===== config.mk =====
export PLATFORM = sky130hd
export DESIGN_NAME = dc_master_clock_drift_tracker_flat
export DESIGN_NICKNAME = d
export VERILOG_FILES = /design/src/rtl/core/dcmct_pkg.sv /design/src/rtl/core/dcmct_if.sv /design/src/rtl/core/dcmct_mod_unit.sv /design/src/rtl/core/dc_master_clock_drift_tracker.sv /design/src/flat_wrapper.sv
export SDC_FILE = /design/constraint.sdc
export NUM_CORES = 2
export LEC_CHECK = 0
export BUFFER_PORTS_ARGS = -buffer_cell sky130_fd_sc_hd__buf_2
export CAP_MARGIN = 20
export CORE_UTILIZATION = 40
export CTS_CLUSTER_SIZE = 12
export DETAILED_ROUTE_END_ITERATION = 6
export GPL_ROUTABILITY_DRIVEN = 0
export PLACE_DENSITY = 0.56
export SYNTH_ARGS = -nofsm -noshare
export SYNTH_HDL_FRONTEND = slang
export SYNTH_HIERARCHICAL = 1
export SYNTH_SLANG_ARGS = --single-unit

===== constraint.sdc =====
create_clock -name clk -period 16.5 [get_ports clk]
set_clock_uncertainty 0.1 [all_clocks]
set_input_delay 3.3 -clock clk [delete_from_list [all_inputs] [get_ports clk]]
set_output_delay 3.3 -clock clk [all_outputs]
set_load 0.03 [all_outputs]

===== src/rtl/core/dcmct_pkg.sv =====
`timescale 1ns / 1ps
// ----------------------------------------------------------------------------
// dcmct_pkg
// Widths, reset values, codes and shared types of the master clock drift
// tracker.
// ----------------------------------------------------------------------------
package dcmct_pkg;

	localparam int TIME_W     = 64;
	localparam int REF_W      = 32;
	localparam int CYC_W      = 30;
	localparam int LIM_W      = 20;
	localparam int ADJ_W      = 21;
	localparam int SUM_W      = 48;
	localparam int CFG_IDX_W  = 1;
	localparam int CFG_DATA_W = 30;

	// The window length must be a power of two.
	localparam int WINDOW_TICKS = 1024;
	localparam int WIN_SHIFT    = $clog2(WINDOW_TICKS);
	localparam int CNT_W        = $clog2(WINDOW_TICKS);
	localparam int AVG_W        = SUM_W - WIN_SHIFT + 3;

	localparam int MOD_STEPS = REF_W;
	localparam int MOD_CNT_W = $clog2(MOD_STEPS);

	localparam logic [CYC_W-1:0] CYCLE_RESET = CYC_W'(1000000);
	localparam logic [LIM_W-1:0] LIMIT_RESET = LIM_W'(1000);

	typedef enum logic [CFG_IDX_W-1:0] {
		REG_CYCLE_LENGTH = 1'b0,
		REG_ADJUST_LIMIT = 1'b1
	} cfg_reg_t;

	typedef enum logic [3:0] {
		ST_IDLE,
		ST_CALC,
		ST_START,
		ST_MOD,
		ST_ACCUM,
		ST_WIN1,
		ST_WIN2,
		ST_WIN3,
		ST_BASE,
		ST_FIN
	} state_t;

	typedef struct packed {
		logic             start;
		logic [REF_W-1:0] dividend;
		logic [CYC_W-1:0] divisor;
	} mod_req_t;

	typedef struct packed {
		logic             done;
		logic [CYC_W-1:0] rem;
	} mod_rsp_t;

endpackage


===== src/rtl/core/dcmct_if.sv =====
`timescale 1ns / 1ps
// ----------------------------------------------------------------------------
// dcmct_if
// Valid/ready channels that carry tick beats into the tracker and result
// beats out of it.
// ----------------------------------------------------------------------------
interface dcmct_in_if;
	logic                         valid;
	logic                         ready;
	logic [dcmct_pkg::TIME_W-1:0] monotonic_time_ns;
	logic [dcmct_pkg::REF_W-1:0]  ref_clock_time;

	modport source (output valid, output monotonic_time_ns, output ref_clock_time,
		input ready);
	modport sink (input valid, input monotonic_time_ns, input ref_clock_time,
		output ready);
endinterface

interface dcmct_out_if;
	logic                                valid;
	logic                                ready;
	logic        [dcmct_pkg::TIME_W-1:0] application_time_ns;
	logic signed [dcmct_pkg::REF_W-1:0]  normalized_diff_ns;
	logic signed [dcmct_pkg::ADJ_W-1:0]  current_adjust_ns;
	logic                                tracking_started;

	modport source (output valid, output application_time_ns, output normalized_diff_ns,
		output current_adjust_ns, output tracking_started, input ready);
	modport sink (input valid, input application_time_ns, input normalized_diff_ns,
		input current_adjust_ns, input tracking_started, output ready);
endinterface


===== src/rtl/core/dcmct_mod_unit.sv =====
`timescale 1ns / 1ps
// ----------------------------------------------------------------------------
// dcmct_mod_unit
// Serial restoring remainder unit: one dividend bit per cycle, the remainder
// is presented with a one-cycle done pulse.
// ----------------------------------------------------------------------------
module dcmct_mod_unit (
	input  logic                clk,
	input  logic                arst_n,
	input  dcmct_pkg::mod_req_t req,
	output dcmct_pkg::mod_rsp_t rsp
);

	logic                            busy_q;
	logic                            done_q;
	logic [dcmct_pkg::MOD_CNT_W-1:0] cnt_q;
	logic [dcmct_pkg::REF_W-1:0]     quo_q;
	logic [dcmct_pkg::CYC_W-1:0]     div_q;
	logic [dcmct_pkg::CYC_W-1:0]     rem_q;
	logic [dcmct_pkg::CYC_W:0]       shifted;
	logic [dcmct_pkg::CYC_W:0]       trial;
	logic [dcmct_pkg::CYC_W-1:0]     rem_next;

	always_comb begin
		shifted  = {rem_q, quo_q[dcmct_pkg::REF_W-1]};
		trial    = shifted - {1'b0, div_q};
		rem_next = trial[dcmct_pkg::CYC_W] ? shifted[dcmct_pkg::CYC_W-1:0]
			: trial[dcmct_pkg::CYC_W-1:0];
	end

	always_ff @(posedge clk or negedge arst_n) begin
		if (!arst_n) begin
			busy_q <= 1'b0;
			done_q <= 1'b0;
			cnt_q  <= '0;
		end else if (req.start) begin
			busy_q <= 1'b1;
			done_q <= 1'b0;
			cnt_q  <= dcmct_pkg::MOD_CNT_W'(dcmct_pkg::MOD_STEPS - 1);
		end else if (busy_q) begin
			if (cnt_q == '0) begin
				busy_q <= 1'b0;
				done_q <= 1'b1;
			end else begin
				cnt_q <= cnt_q - 1'b1;
			end
		end else begin
			done_q <= 1'b0;
		end
	end

	always_ff @(posedge clk) begin
		if (req.start) begin
			quo_q <= req.dividend;
			div_q <= req.divisor;
			rem_q <= '0;
		end else if (busy_q) begin
			quo_q <= {quo_q[dcmct_pkg::REF_W-2:0], 1'b0};
			rem_q <= rem_next;
		end
	end

	assign rsp.done = done_q;
	assign rsp.rem  = rem_q;

endmodule


===== src/rtl/core/dc_master_clock_drift_tracker.sv =====
`timescale 1ns / 1ps
// ----------------------------------------------------------------------------
// dc_master_clock_drift_tracker
// Keeps the master application time locked to the reference slave clock by
// accumulating a drift adjustment into a time base, one tick per bus cycle.
// ----------------------------------------------------------------------------
// Each ingress beat carries the raw monotonic time and the reference clock
// time of one bus cycle. The block answers with one egress beat holding the
// application time, the normalized difference, the adjustment after the
// tick and the tracking flag. Configuration writes (cycle length, adjustment
// limit) are taken at any clock edge with cfg_we high and are meant to be
// issued only while no tick is in flight.
// The remainder step runs in the serial remainder unit, which retires one
// dividend bit per cycle; a window end adds the average and clamp states
// (ST_WIN1 to ST_WIN3). One tick is in work at a time: ingress is ready
// only while the sequencer is idle, so a new tick is not accepted before
// the previous one has been loaded into the output register.
// The egress beat sits in an output register; a new tick is accepted while
// it waits, and the finished tick then holds until the receiver takes the
// earlier beat. Reset clears all tracking state and loads the default
// cycle length of 1 ms and adjustment limit of 1000 ns.
// ----------------------------------------------------------------------------
module dc_master_clock_drift_tracker (
	input  logic                             clk,
	input  logic                             arst_n,
	input  logic                             cfg_we,
	input  logic [dcmct_pkg::CFG_IDX_W-1:0]  cfg_index,
	input  logic [dcmct_pkg::CFG_DATA_W-1:0] cfg_data,
	dcmct_in_if.sink                         ingress,
	dcmct_out_if.source                      egress
);

	localparam int TW = dcmct_pkg::TIME_W;
	localparam int RW = dcmct_pkg::REF_W;
	localparam int SW = dcmct_pkg::SUM_W;
	localparam int AW = dcmct_pkg::AVG_W;
	localparam int JW = dcmct_pkg::ADJ_W;

	dcmct_pkg::state_t state_q, state_d;
	dcmct_pkg::mod_req_t mod_req;
	dcmct_pkg::mod_rsp_t mod_rsp;

	logic [dcmct_pkg::CYC_W-1:0] cyc_len_q;
	logic [dcmct_pkg::LIM_W-1:0] adj_lim_q;

	logic [TW-1:0]              time_base_q;
	logic [RW-1:0]              last_app_low_q;
	logic [RW-1:0]              last_raw_diff_q;
	logic [SW-1:0]              diff_sum_q;
	logic [SW-1:0]              drift_sum_q;
	logic [dcmct_pkg::CNT_W-1:0] win_cnt_q;
	logic signed [JW-1:0]       adjust_q;
	logic                       started_q;

	logic [TW-1:0]               raw_q;
	logic [RW-1:0]               ref_q;
	logic [TW-1:0]               app_q;
	logic [RW-1:0]               diff_q;
	logic [RW-1:0]               drift_q;
	logic [dcmct_pkg::CYC_W-1:0] cyc_eff_q;
	logic [RW-1:0]               norm_q;
	logic signed [SW:0]          dsum_q;
	logic signed [AW-1:0]        avg_q;
	logic signed [1:0]           fsgn_q;

	logic                  out_valid_q;
	logic [TW-1:0]         out_app_q;
	logic [RW-1:0]         out_norm_q;
	logic signed [JW-1:0]  out_adj_q;
	logic                  out_started_q;

	logic                  accept;
	logic                  load_out;
	logic [TW:0]           base_sub;
	logic [TW-1:0]         app_c;
	logic [RW-1:0]         diff_c;
	logic [dcmct_pkg::CYC_W-1:0] cyc_eff_c;
	logic [RW-1:0]         half_w;
	logic [dcmct_pkg::CNT_W:0] cnt_next;
	logic                  win_end;
	logic signed [SW-1:0]  fsum;
	logic signed [SW:0]    dsum_round;
	logic signed [AW-1:0]  avg_c;
	logic signed [AW-1:0]  lim_s;
	logic signed [AW-1:0]  adj_sum;
	logic signed [JW-1:0]  adj_clamped;
	logic signed [1:0]     nsgn;
	logic signed [JW:0]    base_step;

	// Control outputs of the sequencer.
	always_comb begin
		ingress.ready = (state_q == dcmct_pkg::ST_IDLE);
		mod_req.start = (state_q == dcmct_pkg::ST_START);
		load_out      = (state_q == dcmct_pkg::ST_FIN) && (!out_valid_q || egress.ready);
	end

	assign accept = ingress.valid && ingress.ready;

	always_comb begin
		state_d = state_q;
		case (state_q)
			dcmct_pkg::ST_IDLE:  if (accept) state_d = dcmct_pkg::ST_CALC;
			dcmct_pkg::ST_CALC:  state_d = dcmct_pkg::ST_START;
			dcmct_pkg::ST_START: state_d = dcmct_pkg::ST_MOD;
			dcmct_pkg::ST_MOD:   if (mod_rsp.done) state_d = dcmct_pkg::ST_ACCUM;
			dcmct_pkg::ST_ACCUM: begin
				if (!started_q) state_d = dcmct_pkg::ST_FIN;
				else if (win_end) state_d = dcmct_pkg::ST_WIN1;
				else state_d = dcmct_pkg::ST_BASE;
			end
			dcmct_pkg::ST_WIN1:  state_d = dcmct_pkg::ST_WIN2;
			dcmct_pkg::ST_WIN2:  state_d = dcmct_pkg::ST_WIN3;
			dcmct_pkg::ST_WIN3:  state_d = dcmct_pkg::ST_BASE;
			dcmct_pkg::ST_BASE:  state_d = dcmct_pkg::ST_FIN;
			dcmct_pkg::ST_FIN:   if (load_out) state_d = dcmct_pkg::ST_IDLE;
			default:             state_d = dcmct_pkg::ST_IDLE;
		endcase
	end

	always_comb begin
		base_sub  = {1'b0, raw_q} - {1'b0, time_base_q};
		app_c     = (base_sub[TW] && !time_base_q[TW-1]) ? raw_q : base_sub[TW-1:0];
		diff_c    = last_app_low_q - ref_q;
		cyc_eff_c = (cyc_len_q == '0) ? dcmct_pkg::CYC_W'(1) : cyc_len_q;
		half_w    = RW'(cyc_eff_q >> 1);

		mod_req.dividend = diff_q + half_w;
		mod_req.divisor  = cyc_eff_q;

		cnt_next = {1'b0, win_cnt_q} + 1'b1;
		win_end  = cnt_next >= (dcmct_pkg::CNT_W + 1)'(dcmct_pkg::WINDOW_TICKS);

		fsum       = $signed(diff_sum_q);
		dsum_round = $signed({drift_sum_q[SW-1], drift_sum_q})
			+ (SW + 1)'(dcmct_pkg::WINDOW_TICKS / 2);
		// Signed division by the window length, truncated toward zero.
		avg_c = AW'(dsum_q >>> dcmct_pkg::WIN_SHIFT)
			+ AW'((dsum_q[SW] && (dsum_q[dcmct_pkg::WIN_SHIFT-1:0] != '0)) ? 1 : 0);

		lim_s   = $signed({{(AW - dcmct_pkg::LIM_W){1'b0}}, adj_lim_q});
		adj_sum = AW'(adjust_q) + avg_q + AW'(fsgn_q);
		if (adj_sum < -lim_s) adj_clamped = JW'(-lim_s);
		else if (adj_sum > lim_s) adj_clamped = JW'(lim_s);
		else adj_clamped = JW'(adj_sum);

		nsgn      = norm_q[RW-1] ? -2'sd1 : ((norm_q != '0) ? 2'sd1 : 2'sd0);
		base_step = (JW + 1)'(adjust_q) + (JW + 1)'(nsgn);
	end

	always_ff @(posedge clk or negedge arst_n) begin
		if (!arst_n) begin
			state_q         <= dcmct_pkg::ST_IDLE;
			cyc_len_q       <= dcmct_pkg::CYCLE_RESET;
			adj_lim_q       <= dcmct_pkg::LIMIT_RESET;
			time_base_q     <= '0;
			last_app_low_q  <= '0;
			last_raw_diff_q <= '0;
			diff_sum_q      <= '0;
			drift_sum_q     <= '0;
			win_cnt_q       <= '0;
			adjust_q        <= '0;
			started_q       <= 1'b0;
			out_valid_q     <= 1'b0;
		end else begin
			state_q <= state_d;
			if (cfg_we) begin
				case (dcmct_pkg::cfg_reg_t'(cfg_index))
					dcmct_pkg::REG_CYCLE_LENGTH: cyc_len_q <= cfg_data;
					dcmct_pkg::REG_ADJUST_LIMIT: adj_lim_q <= cfg_data[dcmct_pkg::LIM_W-1:0];
					default: ;
				endcase
			end
			case (state_q)
				dcmct_pkg::ST_CALC: begin
					last_app_low_q  <= app_c[RW-1:0];
					last_raw_diff_q <= diff_c;
				end
				dcmct_pkg::ST_ACCUM: begin
					if (started_q) begin
						diff_sum_q  <= diff_sum_q + {{(SW - RW){norm_q[RW-1]}}, norm_q};
						drift_sum_q <= drift_sum_q + {{(SW - RW){drift_q[RW-1]}}, drift_q};
						if (!win_end) win_cnt_q <= cnt_next[dcmct_pkg::CNT_W-1:0];
					end else begin
						started_q <= (norm_q != '0);
					end
				end
				dcmct_pkg::ST_WIN3: begin
					adjust_q    <= adj_clamped;
					diff_sum_q  <= '0;
					drift_sum_q <= '0;
					win_cnt_q   <= '0;
				end
				dcmct_pkg::ST_BASE: begin
					time_base_q <= time_base_q + TW'(base_step);
				end
				default: ;
			endcase
			if (load_out) out_valid_q <= 1'b1;
			else if (egress.ready) out_valid_q <= 1'b0;
		end
	end

	always_ff @(posedge clk) begin
		if (accept) begin
			raw_q <= ingress.monotonic_time_ns;
			ref_q <= ingress.ref_clock_time;
		end
		if (state_q == dcmct_pkg::ST_CALC) begin
			app_q     <= app_c;
			diff_q    <= diff_c;
			drift_q   <= diff_c - last_raw_diff_q;
			cyc_eff_q <= cyc_eff_c;
		end
		if (state_q == dcmct_pkg::ST_MOD && mod_rsp.done) begin
			norm_q <= RW'(mod_rsp.rem) - half_w;
		end
		if (state_q == dcmct_pkg::ST_WIN1) begin
			dsum_q <= dsum_round;
			if (fsum >= SW'(dcmct_pkg::WINDOW_TICKS)) fsgn_q <= 2'sd1;
			else if (fsum <= -SW'(dcmct_pkg::WINDOW_TICKS)) fsgn_q <= -2'sd1;
			else fsgn_q <= 2'sd0;
		end
		if (state_q == dcmct_pkg::ST_WIN2) begin
			avg_q <= avg_c;
		end
		if (load_out) begin
			out_app_q     <= app_q;
			out_norm_q    <= norm_q;
			out_adj_q     <= adjust_q;
			out_started_q <= started_q;
		end
	end

	dcmct_mod_unit u_mod (
		.clk    (clk),
		.arst_n (arst_n),
		.req    (mod_req),
		.rsp    (mod_rsp)
	);

	assign egress.valid               = out_valid_q;
	assign egress.application_time_ns = out_app_q;
	assign egress.normalized_diff_ns  = $signed(out_norm_q);
	assign egress.current_adjust_ns   = out_adj_q;
	assign egress.tracking_started    = out_started_q;

endmodule


===== src/flat_wrapper.sv =====
// flat-port wrapper written by rule: the top's interface ports become plain ports
module dc_master_clock_drift_tracker_flat 
  (clk, arst_n, cfg_we, cfg_index, cfg_data, ingress_valid, ingress_monotonic_time_ns, ingress_ref_clock_time, ingress_ready, egress_valid, egress_application_time_ns, egress_normalized_diff_ns, egress_current_adjust_ns, egress_tracking_started, egress_ready);
  dcmct_in_if ingress_i ();
  dcmct_out_if egress_i ();
  input  logic clk;
  input  logic arst_n;
  input  logic cfg_we;
  input  logic [dcmct_pkg::CFG_IDX_W-1:0] cfg_index;
  input  logic [dcmct_pkg::CFG_DATA_W-1:0] cfg_data;
  input wire logic [$bits(ingress_i.valid)-1:0] ingress_valid;
  input wire logic [$bits(ingress_i.monotonic_time_ns)-1:0] ingress_monotonic_time_ns;
  input wire logic [$bits(ingress_i.ref_clock_time)-1:0] ingress_ref_clock_time;
  output wire logic [$bits(ingress_i.ready)-1:0] ingress_ready;
  output wire logic [$bits(egress_i.valid)-1:0] egress_valid;
  output wire logic [$bits(egress_i.application_time_ns)-1:0] egress_application_time_ns;
  output wire logic [$bits(egress_i.normalized_diff_ns)-1:0] egress_normalized_diff_ns;
  output wire logic [$bits(egress_i.current_adjust_ns)-1:0] egress_current_adjust_ns;
  output wire logic [$bits(egress_i.tracking_started)-1:0] egress_tracking_started;
  input wire logic [$bits(egress_i.ready)-1:0] egress_ready;
  assign ingress_i.valid = ingress_valid;
  assign ingress_i.monotonic_time_ns = ingress_monotonic_time_ns;
  assign ingress_i.ref_clock_time = ingress_ref_clock_time;
  assign ingress_ready = ingress_i.ready;
  assign egress_valid = egress_i.valid;
  assign egress_application_time_ns = egress_i.application_time_ns;
  assign egress_normalized_diff_ns = egress_i.normalized_diff_ns;
  assign egress_current_adjust_ns = egress_i.current_adjust_ns;
  assign egress_tracking_started = egress_i.tracking_started;
  assign egress_i.ready = egress_ready;
  dc_master_clock_drift_tracker u_core (.clk(clk), .arst_n(arst_n), .cfg_we(cfg_we), .cfg_index(cfg_index), .cfg_data(cfg_data), .ingress(ingress_i), .egress(egress_i));
endmodule

Word level (Yosys, flattened, before mapping)
Cells that the tools add are included.
- add/sub/neg operators: 17
- magnitude comparators: 5
- equal/unequal tests: 16
- multiplexer cells: 35
- bitwise gates (word level): 1
- reduce and logical (&&, ||, !) cells: 22
- operator list (cell ; count):
    $pmux W48 S2 ; 2
    $add A48 B48 Y48 ; 2
    $mux W48 ; 2
    $sub A64 B64 Y65 ; 1
    $add A64 B64 Y64 ; 1
    $mux W32 ; 2
    $mux W64 ; 1
    $sub A32 B32 Y32 ; 2
    $add A48 B11 Y49 const B ; 1
    $ge A48 B12 Y1 const B ; 1
    $le A48 B11 Y1 const B ; 1
    $mux W21 ; 2
    $add A21 B41 Y41 ; 1
    $add A41 B2 Y41 ; 1
    $gt A41 B21 Y1 ; 1
    $lt A41 B41 Y1 ; 1
    $neg A20 Y41 ; 1
    $add A39 B2 Y40 ; 1
    $pmux W4 S10 ; 1
    $add A32 B29 Y32 ; 1
    $reduce_bool A32 Y1 ; 1
    $sub A30 B29 Y31 ; 1
    $sub A31 B30 Y31 ; 1
    $logic_not A30 Y1 ; 1
    other kinds (28) ; 66
- register bits: 906
- output and inout port bits: 120

Depth between registers and ports, before layout
- word-level depth: 5
- depth in mapped cells: 32
- depth with buffers taken out: 31

By module
The synthesis kept the hierarchy.
- modules (own cells, without submodules) (module ; times used ; cells an instance ; area an instance (um^2)):
    dc_master_clock_drift_tracker ; 1 ; 5340 ; 53084.7
    dcmct_mod_unit ; 1 ; 524 ; 5604.1

Least setup slack after synthesis
No wires, ideal clock.
- kind: input-to-reg
- from: input egress_ready
- to: register u_core.out_app_q[0], in the netlist u_core/egress.application_time_ns[0], enable pin
- library setup time: 737 ps
- arrival: 11312 ps
- slack: 4351 ps
- stages on the path: 2
- path buffers: 0
- path through: nor2b_1 -> nor3_1
- cells in the longest elaborated chain, start to end: 2
- RTL lines (element ; RTL line ; text):
    start: declaration ; flat_wrapper.sv:20 ; input wire logic [$bits(egress_i.ready)-1:0] egress_ready;
    $logic_or A1 B1 Y1 ; dc_master_clock_drift_tracker.sv:94 ; load_out = (state_q == dcmct_pkg::ST_FIN) && (!out_valid_q || egress.ready);
    $logic_and A1 B1 Y1 ; dc_master_clock_drift_tracker.sv:94 ;
    net u_core.load_out ; dc_master_clock_drift_tracker.sv:73 ; logic load_out;
    end signal: assignment ; dc_master_clock_drift_tracker.sv:227 ; out_app_q <= app_q;
    end: declaration ; dc_master_clock_drift_tracker.sv:67 ; logic [TW-1:0] out_app_q;
The timed path passes the listed nets, and every way through them passes these cells.
A chain may end at the register's enable or synchronous reset.

Final worst setup path
- from: register u_core.norm_q[30]
- to: register u_core.time_base_q[63]
- cells in the longest elaborated chain, start to end: 5
- RTL lines (element ; RTL line ; text):
    start: declaration ; dc_master_clock_drift_tracker.sv:61 ; logic [RW-1:0] norm_q;
    start signal: assignment ; dc_master_clock_drift_tracker.sv:215 ; norm_q <= RW'(mod_rsp.rem) - half_w;
    $reduce_bool A32 Y1 ; dc_master_clock_drift_tracker.sv:146 ; nsgn = norm_q[RW-1] ? -2'sd1 : ((norm_q != '0) ? 2'sd1 : 2'sd0);
    $mux W1 ; dc_master_clock_drift_tracker.sv:146 ;
    $mux W2 ; dc_master_clock_drift_tracker.sv:146 ;
    $add A21 B2 Y22 ; dc_master_clock_drift_tracker.sv:147 ; base_step = (JW + 1)'(adjust_q) + (JW + 1)'(nsgn);
    $add A64 B64 Y64 ; dc_master_clock_drift_tracker.sv:194 ; time_base_q <= time_base_q + TW'(base_step);
    end signal: assignment ; dc_master_clock_drift_tracker.sv:194 ;
    end: declaration ; dc_master_clock_drift_tracker.sv:46 ; logic [TW-1:0] time_base_q;
Every way passes these cells.

==> results.md <==
- Final setup violation count: 0
- Share of cells above drive strength 1: 0.108
- Max transition margin: 0.288
- Critical path type: flip-flop to flip-flop
- Multi-input logic area: 31400 um^2
- Top cells by area, synth: edfxtp_1 28%, dfrtp_1 13%, ha_1 11%
- Root Buffer: clkbuf_16
- Synth area leader: edfxtp_1
- WP data arrival: 8.74 ns
- Maximum vdd drop: 0.134 mV
- CP required: 17.05 ns
- Vias per Instance: 5.56
- Mapped cell area: 58700 um^2
- Final net count: 6733
- Pwr Density: 240 nW/um^2
- Tmin final: 8.19 ns
- Post-CTS resize count: 0
- Core area: 146000 um^2
- Final slew viol count: 0
- Slew @ Worst Pin: 1.07 ns
- Crit path launch: u_core/norm_q[30]
- EDFF count, synth: 555
- Pre-CTS setup slack: 8.25 ns
- Setup Buffers After CTS: 0
- CP max stage cell: or4b_2
- Num CTS Buffers: 102
- Total of max-cap violations: 0
- GR Overflow Total: 0
- CTS Buffer Depth: 3
- Detail Route Antenna Nets: 0
- Skew-Pair Late Insertion Delay: 0.73 ns
- Register bit total from synthesis: 903
- Status: finished clean
- Row count: 140
- Post-CTS Hold Buffers: 0
- Crit Path Max Fanout: 40
- Post-route cell area: 65500 um^2
- Avg Cell Area, Syn: 10.0 um^2
- Synth Net Count: 6545
- Unique cell type count in the Yosys netlist: 96
- IO Port Bufs: 251
- CTS tree: built
- Gr usage total: 0.223
- Count leader, synth: edfxtp_1
- Setup ws final: 8.31 ns
- H-tree depth: 3
- Final hold violations: 0
- Area Growth Syn to Fin: 11.6%
- Clk pin slew, worst setup/hold paths: 0.06 ns
- Die Wd: 385 um
- Antenna violations before repair: 6
- Sequential standard cell area: 25200 um^2
- Sequential fraction of the synthesis area: 0.430
- Largest net degree at the start of global routing: 152
- Startpoint Class: flip-flop
- Crit path largest cell delay: 0.61 ns
- Die height: 385 um
- Gate Count Post-Synth: 5864
- R2r startpoint: u_core/norm_q[30]
- Vias in the first global route: 41962
- Drc violations: 0
- First-pass GRT wire length: 255 mm
- Dpl hpwl: 130 mm
- Critical Path Most Common Cell: o21ai_0
- Vias: 44797
- Setup TNS: 0 ns
- Post-synth top area share: 0.284
- Full die area: 148000 um^2
- Commonest cells post-synth: 555 x edfxtp_1, 498 x ha_1, 483 x nand2_1
- Yosys warning count: 6
- Hold_sp: u_core/app_q[4]
- Worst setup EP type: flip-flop
- Wire per inst: 21.0 um
- Pleak: 27.7 nW
- Clock sink total: 903
- Initial Utilization: 0.403
- Hold Path Class: flip-flop to flip-flop
- Fillcell total: 13692
- Top Ports: 252
- DRT Pass-1 Iters: 5
- Predominant post-synthesis flop cell: edfxtp_1
- Placed cell areas: 61900 um^2
- Fmax: 122 MHz
- Routed Wire Length: 169 mm
- DRT iter0 DRCs: 3649
- RSZ-0062 raised after global routing: false
- Final cycle utilization of the critical path: 0.496
- Asr flop ratio synth: 0.352
## worst paths after layout
kind | endpoint | cells past startpoint | slack (ns)
max | u_core/time_base_q[63] | 32 | 8.31
min | u_core/egress.application_time_ns[4] | 0 | 0.32
max reg2reg | u_core/time_base_q[63] | 32 | 8.31
min reg2reg | u_core/egress.application_time_ns[4] | 0 | 0.32
max in group asynchronous | u_core/diff_sum_q[23] | 4 | 11.69
min in group asynchronous | u_core/last_app_low_q[26] | 1 | 2.43
## cell usage in the layout (no fill, tap or decap), drive strengths merged, types with 30 or more instances in the layout
cell    count
and3       60
buf       290
mux2      124
mux2i      33
clkbuf    139
edfxtp    555
nor2      338
inv       354
o21a       80
o31ai      42
a21o      245
xor2      161
o211ai     30
dfxtp      30
nor3      108
a21oi     398
xnor2     310
nand2b     63
a211oi     62
o21bai     73
o21ai     408
nor2b      70
nand4      76
a31oi      46
nor4       55
nand2     484
fa         51
and2       39
ha        498
nand3     220
dfrtp     305
## flip-flops by register name, summed over array words and instances, names as in the netlist, 31 cells and up
| register | cells |
|---|---|
| u_core/norm_q | 31 |
| u_core/last_raw_diff_q | 32 |
| u_core/ref_q | 32 |
| u_core/diff_sum_q | 48 |
| u_core/time_base_q | 64 |
| u_core/dsum_q | 49 |
| u_core/raw_q | 64 |
| u_core/avg_q | 40 |
| u_core/last_app_low_q | 32 |
| u_core/app_q | 64 |
| u_core/drift_q | 32 |
| u_core/egress.application_time_ns | 64 |
| u_core/egress.normalized_diff_ns | 31 |
| u_core/diff_q | 32 |
| u_core/drift_sum_q | 48 |
| u_core/u_mod/quo_q | 32 |
## power breakdown
part | switching (mW) | internal, mW
Sequential | 0.645 | 3.34
Combinational | 5.64 | 3.73
Clock | 0.980 | 1.39
## layout make-up
cell class | count | share of cell area
Sequential cell | 903 | 0.385
Tap cell | 1917 | 0.0366
Clock buffer | 139 | 0.0431
Antenna cell | 1 | 0.0000382
Multi-Input combinational cell | 4403 | 0.479
Clock inverter | 51 | 0.0103
Timing Repair Buffer | 290 | 0.0247
Inverter | 352 | 0.0203
## stage by stage
step                      std cells  hold WS, ns  power, mW   util
after global placement         7861        0.301       13.2  0.425
after CTS                      8052        0.314       15.7  0.449
after global routing           8055        0.326       17.0  0.450
after floorplan                5864        0.300       10.8      -
final                          8056        0.315       15.7  0.450
after detailed placement       7862        0.305       13.3  0.425
## layer usage
layer	up-vias	global-route usage	part of all wire
met3	158	0.0248	0.049
met1	21673	0.329	0.48
met2	1106	0.351	0.45
met5	-	0	0
met4	0	0.0496	0.018
li1	21860	-	-
## cells by family (layout without fill, tap and decap cells)
family	after synthesis	in the layout	synth area share
buffers and inverters	558	832	0.0370
AOI/OAI and AO/OA	1596	1596	0.175
adders and majority gates	549	549	0.124
muxes	157	157	0.0294
xor gates and xnor gates	471	471	0.0703
DFF	903	903	0.430
other	0	1	0
and+or+nand+nor	1630	1630	0.135
## critical path: cells and delay by family (launching register included)
kind                     cells  cell delay, ns
XOR/XNOR                     1            0.14
AO/OA/AOI/OAI               17            3.98
multiplexers                 1            0.28
adder cells (fa/ha/maj)      3            0.80
buffers and inverters        2            0.35
AND/OR/NAND/NOR              8            2.08
flip-flops                   1            0.36
No activity file was read; power rests on OpenSTA's default activity.
